**src/hdl/pva_pkg.sv**
```systemverilog
// ============================================================================
// pva_pkg
// Shared types and constants for the polyphonic voice allocator.
// ============================================================================
package pva_pkg;

    localparam int PVA_NUM_VOICES       = 24;
    localparam int PVA_NUM_NOTES        = 128;
    localparam int PVA_VOICES_PER_BOARD = 8;
    localparam int PVA_QUEUE_DEPTH      = 2;
    localparam int PVA_VOICE_EXT_W      = 8;

    localparam int PVA_NOTE_W   = 7;
    localparam int PVA_VEL_W    = 7;
    localparam int PVA_ACTION_W = 2;
    localparam int PVA_BOARD_W  = 4;
    localparam int PVA_SLOT_W   = 2;
    localparam int PVA_VOICE_W  = 5;
    localparam int PVA_COUNT_W  = 5;

    typedef enum logic [PVA_ACTION_W-1:0] {
        ACT_START = 2'd0,
        ACT_STOP  = 2'd1,
        ACT_NONE  = 2'd2
    } pva_action_t;

    typedef enum logic {
        PVA_IDLE,
        PVA_EXEC
    } pva_state_t;

    // One classified note event, as held in the queue between front and back
    typedef struct packed {
        logic [PVA_NOTE_W-1:0] note;
        logic [PVA_VEL_W-1:0]  velocity;
        logic                  is_on;
    } pva_item_t;

endpackage

```
**src/hdl/pva_note_if.sv**
```systemverilog
// ============================================================================
// pva_note_if
// Valid/ready channel carrying one note event.
// ============================================================================
interface pva_note_if;
    import pva_pkg::*;

    logic                  valid;
    logic                  ready;
    logic [PVA_NOTE_W-1:0] note;
    logic [PVA_VEL_W-1:0]  velocity;

    modport source (output valid, output note, output velocity, input ready);
    modport sink   (input valid, input note, input velocity, output ready);
endinterface

```
**src/hdl/pva_cmd_if.sv**
```systemverilog
// ============================================================================
// pva_cmd_if
// Valid/ready channel carrying one voice command.
// ============================================================================
interface pva_cmd_if;
    import pva_pkg::*;

    logic                   valid;
    logic                   ready;
    pva_action_t            action;
    logic [PVA_BOARD_W-1:0] board;
    logic [PVA_SLOT_W-1:0]  slot;
    logic [PVA_VOICE_W-1:0] voice;
    logic [PVA_NOTE_W-1:0]  note_out;
    logic [PVA_VEL_W-1:0]   volume;
    logic [PVA_COUNT_W-1:0] voices_in_use;

    modport source (output valid, output action, output board, output slot, output voice,
                    output note_out, output volume, output voices_in_use, input ready);
    modport sink   (input valid, input action, input board, input slot, input voice,
                    input note_out, input volume, input voices_in_use, output ready);
endinterface

```
**src/hdl/pva_front.sv**
```systemverilog
// ============================================================================
// pva_front
// Accepts note events, tags note-on/note-off and queues them for the back end.
// ============================================================================
module pva_front (
    input  logic               clk,
    input  logic               rst_n,
    pva_note_if.sink           note_in,
    output pva_pkg::pva_item_t item,
    output logic               item_valid,
    input  logic               item_pop
);
    import pva_pkg::*;

    localparam int QAW = (PVA_QUEUE_DEPTH > 1) ? $clog2(PVA_QUEUE_DEPTH) : 1;
    localparam int QCW = $clog2(PVA_QUEUE_DEPTH + 1);

    pva_item_t          q_mem [PVA_QUEUE_DEPTH];
    logic [QAW-1:0]     wr_ptr_reg, wr_ptr_next;
    logic [QAW-1:0]     rd_ptr_reg, rd_ptr_next;
    logic [QCW-1:0]     count_reg, count_next;
    logic               push;
    logic               pop;
    pva_item_t          in_item;

    assign note_in.ready = (count_reg != QCW'(PVA_QUEUE_DEPTH));
    assign push          = note_in.valid && note_in.ready;
    assign pop           = item_pop && (count_reg != '0);
    assign item_valid    = (count_reg != '0);
    assign item          = q_mem[rd_ptr_reg];

    // classify: any nonzero velocity is a note-on
    always_comb
    begin
        in_item.note     = note_in.note;
        in_item.velocity = note_in.velocity;
        in_item.is_on    = (note_in.velocity != '0);
    end

    always_comb
    begin
        wr_ptr_next = wr_ptr_reg;
        rd_ptr_next = rd_ptr_reg;
        count_next  = count_reg;
        if (push)
        begin
            wr_ptr_next = (wr_ptr_reg == QAW'(PVA_QUEUE_DEPTH - 1)) ? '0 : wr_ptr_reg + 1'b1;
        end
        if (pop)
        begin
            rd_ptr_next = (rd_ptr_reg == QAW'(PVA_QUEUE_DEPTH - 1)) ? '0 : rd_ptr_reg + 1'b1;
        end
        if (push && !pop)
        begin
            count_next = count_reg + 1'b1;
        end
        else if (pop && !push)
        begin
            count_next = count_reg - 1'b1;
        end
    end

    always_ff @(posedge clk)
    begin
        if (push)
        begin
            q_mem[wr_ptr_reg] <= in_item;
        end
    end

    always_ff @(posedge clk or negedge rst_n)
    begin
        if (!rst_n)
        begin
            wr_ptr_reg <= '0;
            rd_ptr_reg <= '0;
            count_reg  <= '0;
        end
        else
        begin
            wr_ptr_reg <= wr_ptr_next;
            rd_ptr_reg <= rd_ptr_next;
            count_reg  <= count_next;
        end
    end

endmodule

```
**src/hdl/pva_back.sv**
```systemverilog
// ============================================================================
// pva_back
// Reads the note map and free ring, then allocates or releases a voice and
// registers the resulting command.
// ============================================================================
module pva_back #(
    parameter int NUM_VOICES = pva_pkg::PVA_NUM_VOICES,
    parameter int NUM_NOTES  = pva_pkg::PVA_NUM_NOTES
) (
    input  logic               clk,
    input  logic               rst_n,
    input  pva_pkg::pva_item_t item,
    input  logic               item_valid,
    output logic               item_pop,
    pva_cmd_if.source          cmd_out
);
    import pva_pkg::*;

    localparam int VW = (NUM_VOICES > 1) ? $clog2(NUM_VOICES) : 1;
    localparam int CW = $clog2(NUM_VOICES + 1);
    localparam int NW = $clog2(NUM_NOTES);

    function automatic logic [VW-1:0] ring_next(input logic [VW-1:0] pos);
        return (pos == VW'(NUM_VOICES - 1)) ? '0 : pos + 1'b1;
    endfunction

    // storage
    logic [VW-1:0]         ring_mem [NUM_VOICES];
    logic [NUM_VOICES-1:0] ring_written_reg;
    logic [VW-1:0]         map_mem [NUM_NOTES];
    logic [NUM_NOTES-1:0]  map_valid_reg;

    // control state
    pva_state_t            state_reg, state_next;
    logic [VW-1:0]         head_reg, tail_reg;
    logic [CW-1:0]         free_reg;
    logic                  out_valid_reg;

    // captured item and read data
    pva_item_t             item_reg;
    logic [VW-1:0]         ring_rd_reg;
    logic [VW-1:0]         map_rd_reg;
    logic                  ring_init_reg;
    logic                  hit_reg;

    // output payload
    pva_action_t            action_reg;
    logic [PVA_BOARD_W-1:0] board_reg;
    logic [PVA_SLOT_W-1:0]  slot_reg;
    logic [PVA_VOICE_W-1:0] voice_reg;
    logic [PVA_NOTE_W-1:0]  note_out_reg;
    logic [PVA_VEL_W-1:0]   volume_reg;
    logic [PVA_COUNT_W-1:0] in_use_reg;

    logic                  issue;
    logic                  exec_fire;
    logic [NW-1:0]         rd_idx;
    logic [NW-1:0]         ex_idx;
    logic [VW-1:0]         ring_val;

    pva_action_t           res_action;
    logic [VW-1:0]         res_voice;
    logic                  res_show;
    logic [VW-1:0]         head_next, tail_next;
    logic [CW-1:0]         free_next;
    logic                  upd_map_set, upd_map_clr, upd_ring_we;
    logic [PVA_VOICE_EXT_W-1:0] v_ext;
    logic [CW-1:0]         in_use;

    assign rd_idx   = NW'(item.note);
    assign ex_idx   = NW'(item_reg.note);
    assign ring_val = ring_init_reg ? tail_reg : ring_rd_reg;

    // next state
    always_comb
    begin
        state_next = state_reg;
        case (state_reg)
            PVA_IDLE:
            begin
                if (item_valid)
                begin
                    state_next = PVA_EXEC;
                end
            end
            PVA_EXEC:
            begin
                if (exec_fire)
                begin
                    state_next = PVA_IDLE;
                end
            end
            default:
            begin
                state_next = PVA_IDLE;
            end
        endcase
    end

    // sequencer outputs
    always_comb
    begin
        issue     = 1'b0;
        exec_fire = 1'b0;
        case (state_reg)
            PVA_IDLE:
            begin
                issue = item_valid;
            end
            PVA_EXEC:
            begin
                exec_fire = !out_valid_reg || cmd_out.ready;
            end
            default:
            begin
                issue     = 1'b0;
                exec_fire = 1'b0;
            end
        endcase
    end

    assign item_pop = issue;

    // allocate or release
    always_comb
    begin
        res_action  = ACT_NONE;
        res_voice   = '0;
        res_show    = 1'b0;
        head_next   = head_reg;
        tail_next   = tail_reg;
        free_next   = free_reg;
        upd_map_set = 1'b0;
        upd_map_clr = 1'b0;
        upd_ring_we = 1'b0;
        if (item_reg.is_on)
        begin
            if (free_reg != '0)
            begin
                res_action  = ACT_START;
                res_voice   = ring_val;
                res_show    = 1'b1;
                tail_next   = ring_next(tail_reg);
                free_next   = free_reg - 1'b1;
                upd_map_set = 1'b1;
            end
        end
        else if (hit_reg)
        begin
            res_action  = ACT_STOP;
            res_voice   = map_rd_reg;
            res_show    = 1'b1;
            upd_map_clr = 1'b1;
            // a full ring drops the returned voice
            if (free_reg < CW'(NUM_VOICES))
            begin
                upd_ring_we = 1'b1;
                head_next   = ring_next(head_reg);
                free_next   = free_reg + 1'b1;
            end
        end
    end

    assign v_ext  = PVA_VOICE_EXT_W'(res_voice);
    assign in_use = CW'(NUM_VOICES) - free_next;

    // memories
    always_ff @(posedge clk)
    begin
        if (exec_fire && upd_ring_we)
        begin
            ring_mem[head_reg] <= res_voice;
        end
        if (issue)
        begin
            ring_rd_reg <= ring_mem[tail_reg];
        end
    end

    always_ff @(posedge clk)
    begin
        if (exec_fire && upd_map_set)
        begin
            map_mem[ex_idx] <= res_voice;
        end
        if (issue)
        begin
            map_rd_reg <= map_mem[rd_idx];
        end
    end

    always_ff @(posedge clk)
    begin
        if (issue)
        begin
            item_reg      <= item;
            hit_reg       <= map_valid_reg[rd_idx];
            ring_init_reg <= !ring_written_reg[tail_reg];
        end
        if (exec_fire)
        begin
            action_reg   <= res_action;
            board_reg    <= res_show ? PVA_BOARD_W'(v_ext % PVA_VOICES_PER_BOARD + 1'b1) : '0;
            slot_reg     <= res_show ? PVA_SLOT_W'(v_ext / PVA_VOICES_PER_BOARD) : '0;
            voice_reg    <= res_show ? PVA_VOICE_W'(v_ext) : '0;
            note_out_reg <= res_show ? item_reg.note : '0;
            volume_reg   <= (res_show && item_reg.is_on) ? item_reg.velocity : '0;
            in_use_reg   <= PVA_COUNT_W'(in_use);
        end
    end

    always_ff @(posedge clk or negedge rst_n)
    begin
        if (!rst_n)
        begin
            state_reg        <= PVA_IDLE;
            head_reg         <= '0;
            tail_reg         <= '0;
            free_reg         <= CW'(NUM_VOICES);
            out_valid_reg    <= 1'b0;
            map_valid_reg    <= '0;
            ring_written_reg <= '0;
        end
        else
        begin
            state_reg <= state_next;
            if (exec_fire)
            begin
                head_reg <= head_next;
                tail_reg <= tail_next;
                free_reg <= free_next;
                if (upd_map_set)
                begin
                    map_valid_reg[ex_idx] <= 1'b1;
                end
                else if (upd_map_clr)
                begin
                    map_valid_reg[ex_idx] <= 1'b0;
                end
                if (upd_ring_we)
                begin
                    ring_written_reg[head_reg] <= 1'b1;
                end
            end
            if (exec_fire)
            begin
                out_valid_reg <= 1'b1;
            end
            else if (cmd_out.ready)
            begin
                out_valid_reg <= 1'b0;
            end
        end
    end

    assign cmd_out.valid         = out_valid_reg;
    assign cmd_out.action        = action_reg;
    assign cmd_out.board         = board_reg;
    assign cmd_out.slot          = slot_reg;
    assign cmd_out.voice         = voice_reg;
    assign cmd_out.note_out      = note_out_reg;
    assign cmd_out.volume        = volume_reg;
    assign cmd_out.voices_in_use = in_use_reg;

endmodule

```
**src/hdl/polyphonic_voice_allocator.sv**
```systemverilog
// ============================================================================
// polyphonic_voice_allocator
// Assigns synth voices to MIDI notes from a first-in first-out free list.
// ============================================================================
// Usage:
//   note_in  (sink)   : one transaction per MIDI note event (note, velocity).
//                       Nonzero velocity starts a note, zero velocity stops it.
//   cmd_out  (source) : exactly one command transaction per note event, in
//                       order: start, stop or nothing done, with board, slot,
//                       voice, echoed note, volume and the voices in use.
// Path: an accepted note transaction passes the queue, the map/ring read and
//   the update into the output register, where the command becomes valid.
// Back end: it reads the note map and free ring, then writes them back, and
//   takes no new event until that write is done.
// The front end queues up to two events, so note_in keeps accepting while
//   the back end works or a command waits in the output register.
// Reset: the free ring holds voices 0 .. NUM_VOICES-1 in order, every note is
//   unassigned, the queue is empty and no command is valid.
// Receiver stall: the command register holds its transaction, the back end
//   holds in its update step, the queue fills and note_in.ready drops.
// ============================================================================
module polyphonic_voice_allocator #(
    parameter int NUM_VOICES = pva_pkg::PVA_NUM_VOICES,
    parameter int NUM_NOTES  = pva_pkg::PVA_NUM_NOTES
) (
    input  logic      clk,
    input  logic      rst_n,
    pva_note_if.sink  note_in,
    pva_cmd_if.source cmd_out
);
    import pva_pkg::*;

    // classified event handed from front to back
    pva_item_t item;
    logic      item_valid;
    logic      item_pop;

    // front: accept and classify, hold in a short queue
    pva_front u_front (
        .clk        (clk),
        .rst_n      (rst_n),
        .note_in    (note_in),
        .item       (item),
        .item_valid (item_valid),
        .item_pop   (item_pop)
    );

    // back: allocate or release a voice, drive the command register
    pva_back #(
        .NUM_VOICES (NUM_VOICES),
        .NUM_NOTES  (NUM_NOTES)
    ) u_back (
        .clk        (clk),
        .rst_n      (rst_n),
        .item       (item),
        .item_valid (item_valid),
        .item_pop   (item_pop),
        .cmd_out    (cmd_out)
    );

endmodule

```
**src/flat_wrapper.sv**
```systemverilog
// flat-port wrapper written by rule: the top's interface ports become plain ports
module polyphonic_voice_allocator_flat import pva_pkg::*;
#(
    parameter int NUM_VOICES = pva_pkg::PVA_NUM_VOICES,
    parameter int NUM_NOTES  = pva_pkg::PVA_NUM_NOTES
)
  (clk, rst_n, note_in_valid, note_in_note, note_in_velocity, note_in_ready, cmd_out_valid, cmd_out_action, cmd_out_board, cmd_out_slot, cmd_out_voice, cmd_out_note_out, cmd_out_volume, cmd_out_voices_in_use, cmd_out_ready);
  pva_note_if note_in_i ();
  pva_cmd_if cmd_out_i ();
  input  logic clk;
  input  logic rst_n;
  input wire logic [$bits(note_in_i.valid)-1:0] note_in_valid;
  input wire logic [$bits(note_in_i.note)-1:0] note_in_note;
  input wire logic [$bits(note_in_i.velocity)-1:0] note_in_velocity;
  output wire logic [$bits(note_in_i.ready)-1:0] note_in_ready;
  output wire logic [$bits(cmd_out_i.valid)-1:0] cmd_out_valid;
  output wire logic [$bits(cmd_out_i.action)-1:0] cmd_out_action;
  output wire logic [$bits(cmd_out_i.board)-1:0] cmd_out_board;
  output wire logic [$bits(cmd_out_i.slot)-1:0] cmd_out_slot;
  output wire logic [$bits(cmd_out_i.voice)-1:0] cmd_out_voice;
  output wire logic [$bits(cmd_out_i.note_out)-1:0] cmd_out_note_out;
  output wire logic [$bits(cmd_out_i.volume)-1:0] cmd_out_volume;
  output wire logic [$bits(cmd_out_i.voices_in_use)-1:0] cmd_out_voices_in_use;
  input wire logic [$bits(cmd_out_i.ready)-1:0] cmd_out_ready;
  assign note_in_i.valid = note_in_valid;
  assign note_in_i.note = note_in_note;
  assign note_in_i.velocity = note_in_velocity;
  assign note_in_ready = note_in_i.ready;
  assign cmd_out_valid = cmd_out_i.valid;
  assign cmd_out_action = cmd_out_i.action;
  assign cmd_out_board = cmd_out_i.board;
  assign cmd_out_slot = cmd_out_i.slot;
  assign cmd_out_voice = cmd_out_i.voice;
  assign cmd_out_note_out = cmd_out_i.note_out;
  assign cmd_out_volume = cmd_out_i.volume;
  assign cmd_out_voices_in_use = cmd_out_i.voices_in_use;
  assign cmd_out_i.ready = cmd_out_ready;
  polyphonic_voice_allocator #(.NUM_VOICES(NUM_VOICES), .NUM_NOTES(NUM_NOTES)) u_core (.clk(clk), .rst_n(rst_n), .note_in(note_in_i), .cmd_out(cmd_out_i));
endmodule
```
**config.mk**
```make
export PLATFORM = sky130hd
export DESIGN_NAME = polyphonic_voice_allocator_flat
export DESIGN_NICKNAME = d
export VERILOG_FILES = /design/src/hdl/pva_pkg.sv /design/src/hdl/pva_note_if.sv /design/src/hdl/pva_cmd_if.sv /design/src/hdl/pva_front.sv /design/src/hdl/pva_back.sv /design/src/hdl/polyphonic_voice_allocator.sv /design/src/flat_wrapper.sv
export SDC_FILE = /design/constraint.sdc
export NUM_CORES = 2
export LEC_CHECK = 0
export BUFFER_PORTS_ARGS = -buffer_cell sky130_fd_sc_hd__buf_2
export CAP_MARGIN = 20
export CORE_ASPECT_RATIO = 1.75
export CORE_MARGIN = 2
export CORE_UTILIZATION = 50
export DETAILED_ROUTE_END_ITERATION = 10
export PLACE_DENSITY = 0.79
export SLEW_MARGIN = 10
export SYNTH_ARGS = -nofsm -noshare
export SYNTH_HDL_FRONTEND = slang
export SYNTH_SLANG_ARGS = --single-unit
```
**constraint.sdc**
```tcl
create_clock -name clk -period 9.54 [get_ports clk]
set_clock_uncertainty 0.15 [all_clocks]
set_input_delay 0.954 -clock clk [delete_from_list [all_inputs] [get_ports clk]]
set_output_delay 0.954 -clock clk [all_outputs]
set_load 0.02 [all_outputs]
```
---- Word level (Yosys, flattened, before mapping) ----
Memory sizes are Yosys's and may differ from the RTL's. A register that Yosys moved wholly into a read port is not among the register bits.
Cells that the tools add are included.
storage, ports and cells
  register bits after elaboration ......... 222
  memory bits (writable) .................. 790
  output and inout port bits .............. 34
  logic and storage cells ................. 123
  memories kept ........................... 3
operators by class
  add/sub/neg operators ................... 10
  $lt $le $gt $ge ......................... 7
  equality and inequality tests ........... 3
  muxes and demuxes ....................... 48
  bitwise operators ....................... 6
  reductions and logical operators ........ 24
memories
  name                    depth  bits a word  rd ports  clocked after Yosys merged registers in  write ports  RTL line         source
  u_core.u_back.map_mem   128    5            1         1                                        1            pva_back.sv:30   logic [VW-1:0] map_mem [NUM_NOTES];
  u_core.u_back.ring_mem  24     5            1         1                                        1            pva_back.sv:28   logic [VW-1:0] ring_mem [NUM_VOICES];
  u_core.u_front.q_mem    2      15           1         0                                        1            pva_front.sv:18  pva_item_t q_mem [PVA_QUEUE_DEPTH];
operators with widths
  operator                                             count
  2-to-1 mux 128 bit                                   2
  bitwise AND 128 bit                                  1
  NOT 128 bit                                          1
  bitwise OR 128 bit                                   1
  2-to-1 mux 5 bit                                     10
  2-to-1 mux 1 bit                                     26
  bitwise OR 24 bit                                    1
  < comparator 7 x 8 -> 1 bit, second input constant   2
  adder 5 x 1 -> 5 bit, second input constant          3
  < comparator 5 x 6 -> 1 bit, second input constant   2
  == test 5 bit, second input constant                 2
  2-to-1 mux 2 bit                                     5
  logical AND 1 bit                                    9
  nonzero test 2 bit                                   4
  binary-select mux 1 bit (select 7 bit)               1
  demux 1 bit (select 7 bit)                           1
  >= comparator 7 x 1 -> 1 bit, second input constant  1
  nonzero test 7 bit                                   1
  binary-select mux 1 bit (select 5 bit)               1
  demux 1 bit (select 5 bit)                           1
  >= comparator 5 x 1 -> 1 bit, second input constant  1
  < comparator 5 bit, second input constant            1
  nonzero test 5 bit                                   1
  subtractor 5 x 1 -> 5 bit, second input constant     1
  other kinds (13)                                     19

---- Depth between registers and ports, before layout ----
  word-level depth ........................ 8
  gate-level depth with buffers ........... 13
  gate-level depth less buffers ........... 9

---- By module ----
Synthesis repeated with hierarchy kept, for this count alone.
second synthesis, totals
  cell total of the unflattened synthesis .. 2145
  area, all modules ....................... 40685.3 µm²
modules (own cells, without submodules)
  module     instances  cells each  area an instance (µm²)  sequential area each (µm²)
  pva_back   1          2077        39339.0                 28765.1
  pva_front  1          68          1346.3                  1001.0

---- Worst setup path before layout ----
No wires, ideal clock.
  path kind ............................... register -> register
  from .................................... reg u_core.u_back.tail_reg[0]
  to ...................................... mem u_core.u_back.map_mem[0][0] (netlist bit) (data pin)
  arrival time ............................ 7.433 ns
  required time ........................... 7.980 ns
  setup slack ............................. 0.547 ns
  cell stages (with the launch flop) ...... 5
  buffers on the path ..................... 2
  clock period less this slack ............ 8.993 ns
  cell sequence ........................... dfrtp_1 buf_1 buf_2 mux2i_1 o21ai_0
between the ends
  longest elaborated chain between the ends .. 3
RTL lines
  element                               RTL line         source
  start, declared                       pva_back.sv:35   logic [VW-1:0] head_reg, tail_reg;
  start signal, assigned                pva_back.sv:230  tail_reg <= tail_next;
  2-to-1 mux 5 bit                      pva_back.sv:72   assign ring_val = ring_init_reg ? tail_reg : ring_rd_reg;
  2-to-1 mux 5 bit                      pva_back.sv:138  if (free_reg != '0)
  2-to-1 mux 5 bit                      pva_back.sv:136  if (item_reg.is_on)
  named net u_core.u_back.res_voice[0]  pva_back.sv:62   logic [VW-1:0] res_voice;
  end, declared                         pva_back.sv:30
The timed path passes the listed nets, and every way through them passes these cells.

---- Worst setup path after layout ----
  from .................................... reg u_core.u_front.rd_ptr_reg
  to ...................................... reg u_core.u_back.map_rd_reg[1], read port of u_core.u_back.map_mem (data pin)
between the ends
  longest elaborated chain between the ends .. 1
RTL lines
  element                   RTL line         source
  start, declared           pva_front.sv:20  logic [QAW-1:0] rd_ptr_reg, rd_ptr_next;
  start signal, assigned    pva_front.sv:82  rd_ptr_reg <= rd_ptr_next;
  memory read (2 x 15 bit)  n/a
  end, declared             pva_back.sv:42   logic [VW-1:0] map_rd_reg;
No other way between the ends.
A chain may end at the register's enable or synchronous reset.

==> results.sh <==
export IMPL_final_net_count=3153
export IMPL_grt_use_total_pct=25.5
export IMPL_clk_pin_slew_ps=70
export IMPL_max_freq_mhz=176
export IMPL_cp_top_family="buffers and inverters"
export IMPL_r2r_end="u_core.u_back.map_rd_reg[1]"
export IMPL_wl_per_cell_um=25.4
export IMPL_fin_crit_ps=5690
export IMPL_ctsLongestPathBuffers=3
export IMPL_finalSetupViolCount=0
export IMPL_ant_nets=0
export IMPL_rows=139
export IMPL_final_cell_mix="847 x edfxtp_1, 593 x nand2_1, 357 x nand3_1"
export IMPL_wl_um=108000
export IMPL_syn_area_um2=41600
export IMPL_ys_warn_count=0
export IMPL_die_w_um=222
export IMPL_holdWs_ps=312
export IMPL_outcome="finished, final reports clean"
export IMPL_n_antenna_cell=0
export IMPL_cts_htree_levels=3
export IMPL_drive_gt1_share_pct=11.7
export IMPL_fin_ws_ps=3850
export IMPL_critPathMaxFanout=178
export IMPL_core_um2=82300
export IMPL_fillers=6244
export IMPL_post_route_period_util_pct=59.6
export IMPL_synthCells=3137
export IMPL_synth_cell_types=56
export IMPL_start_util_pct=50.5
export IMPL_slowest_delay_ps=1050
export IMPL_crit_chain="mux2i_4, buf_12, inv_8, buf_12, mux2i_1, mux2i_1, a32oi_1, nand3_1, a21oi_1, a22oi_1"
export IMPL_holdPathEnd="u_core.u_back.ring_written_reg[3]"
export IMPL_final_cell_area_um2=45700
export IMPL_place_hpwl_um=64700
export IMPL_drtPass1Iterations=9
export IMPL_ctsResizeCount=0
export IMPL_avgSynthCellArea_um2=13.3
export IMPL_place_area_um2=42900
export IMPL_numClockSinks=1020
export IMPL_cellLeakagePower_nw=16.2
export IMPL_antenna_found_initial=4
export IMPL_async_flop_share_pct=17.0
export IMPL_crit_buf_inv=3
export IMPL_hold_class="flip-flop to flip-flop"
export IMPL_required_ps=9760
export IMPL_synthFlopType="edfxtp_1"
export IMPL_syn_to_final_growth_pct=10.1
export IMPL_power_total_mw=15.3
export IMPL_dp_slack_ps=4140
export IMPL_slew_viol_final=0
export IMPL_drcViolationCount=0
export IMPL_mostFrequentLayoutCell="edfxtp_1"
export IMPL_grt_overflow=0
export IMPL_cap_violations=0
export IMPL_syn_num_nets=3165
export IMPL_dr_first_iter_drc_count=3494
export IMPL_first_global_vias=26587
export IMPL_hold_violations=0
export IMPL_cts_setup_buffers=0
export IMPL_pwr_density_cell_nw_per_um2=334
export IMPL_holdPathStages=1
export IMPL_hp_start="u_core.u_back.ring_written_reg[3]"
export IMPL_cts_hold_buf=1
export IMPL_yosys_register_bits=1020
export IMPL_cts_tree="yes"
export IMPL_io_buffers=51
export IMPL_synth_edf_count=847
export IMPL_cts_root_buf="clkbuf_16"
export IMPL_slowest_stage="dfrtp_1"
export IMPL_grt_max_degree=179
export IMPL_viasPerCell=6.22
export IMPL_peakVddDrop_mv=0.318
export IMPL_insertion_delay_ps=690
export IMPL_crit_type="flip-flop to flip-flop"
export IMPL_num_vias=26441
export IMPL_r2r_setup_slack_ps=3850
export IMPL_ioPinCount=52
export IMPL_ys_seq_area_share_pct=71.6
export IMPL_dieArea_um2=85600
export IMPL_r2r_start="u_core.u_front.rd_ptr_reg"
export IMPL_crit_arrival_ps=5910
export IMPL_tightest_slew_ps=1170
export IMPL_die_h_um=385
export IMPL_reg2reg_depth=10
export IMPL_cts_buffers=85
export IMPL_rsz0062_at_grt="no"
export IMPL_startpoint_type="flip-flop"
export IMPL_place_congestion=0.923
export IMPL_max_slew_margin_rel_pct=21.0
export IMPL_worst_setup_path_end_kind="flip-flop"
export IMPL_finalSetupTns_ps=0
export IMPL_grt_pass1_wl_um=163000
worst max-delay path by stage:
stage                               from                          end  slack, ps  cells past startpoint
4_1_cts        u_core.u_front.rd_ptr_reg  u_core.u_back.map_rd_reg[1]       4080                      9
6_report       u_core.u_front.rd_ptr_reg  u_core.u_back.map_rd_reg[1]       3850                     10
3_5_place_dp   u_core.u_front.rd_ptr_reg  u_core.u_back.map_rd_reg[1]       4140                      9
5_1_grt        u_core.u_front.rd_ptr_reg  u_core.u_back.map_rd_reg[1]       3840                     10
3_3_place_gp   u_core.u_front.rd_ptr_reg  u_core.u_back.map_rd_reg[1]       4060                      9
2_1_floorplan  u_core.u_back.tail_reg[0]  u_core.u_back.map_mem[0][0]        550                      4
report_power, final:
group          switching (mW)  internal [mW]  leakage, nW  total, mW
logic                    3.74           1.38         4.75       5.11
registers               0.379           6.22         10.1       6.59
clock network            1.62           1.94         1.38       3.56
Yosys cell counts (4+ instances only):
library cell    n  area [um2]
edfxtp_1      847       25400
nand2_1       593        2230
nand3_1       359        1800
o21ai_0       294        1470
nor2_1        191         717
dfrtp_1       171        4280
mux2i_1       138        1380
clkbuf_1      126         473
mux4_2         61        1370
buf_2          43         215
a21oi_1        39         195
buf_1          33         124
or2_2          25         156
a32oi_1        22         193
a31oi_1        17         106
inv_1          15        56.3
nor2b_1        15        93.8
ha_1           10         125
a211oi_1        9        67.6
and2_1          9        56.3
and3_1          9        56.3
mux2_2          9         101
xnor2_1         9        78.8
nand4_1         8        50.1
a22oi_1         7        52.6
nor3_1          7        35.0
a32o_1          6        60.1
a221o_1         5        50.1
a221oi_1        5        43.8
buf_4           5        37.5
o32ai_1         5        43.8
xor2_1          5        43.8
nand2b_1        4        25.0
per-layer routing:
layer	track usage [%]	part of all wire [%]	vias to the layer above
met3	5.32	8.7	456
met1	28.3	33	13003
li1	-	-	11460
met4	18.6	8.1	6
met5	0	0.034	-
met2	43.6	50	1516
cell families (layout without fill, tap and decap cells):
| logic type | count (synthesis) | count (layout) | synth area share, % |
|---|---|---|---|
| simple gates | 1230 | 1230 | 12.7 |
| flops | 1020 | 1020 | 71.6 |
| compound gates | 425 | 425 | 5.82 |
| buf+inv | 229 | 286 | 2.32 |
| mux | 209 | 209 | 6.93 |
| xor+xnor | 14 | 14 | 0.295 |
| fa+ha+maj | 10 | 10 | 0.301 |
layout make-up:
| cell class | count | area [um2] | share of cell area [%] |
|---|---|---|---|
| Clock buffer | 102 | 2260 | 4.94 |
| Tap cell | 1057 | 1320 | 2.89 |
| Clock inverter | 54 | 581 | 1.27 |
| Inverter | 18 | 75.1 | 0.164 |
| Sequential cell | 1020 | 29800 | 65.1 |
| Timing Repair Buffer | 112 | 746 | 1.63 |
| Multi-Input combinational cell | 1888 | 11000 | 24.0 |
through the flow:
stage / util, % / cells
CTS: 55.6 / 4250
finish: 55.6 / 4251
floorplan: - / 3137
detailed placement: 52.1 / 4093
global route: 55.6 / 4251
global placement: 52.1 / 4090
No activity file was read; power rests on OpenSTA's default activity.
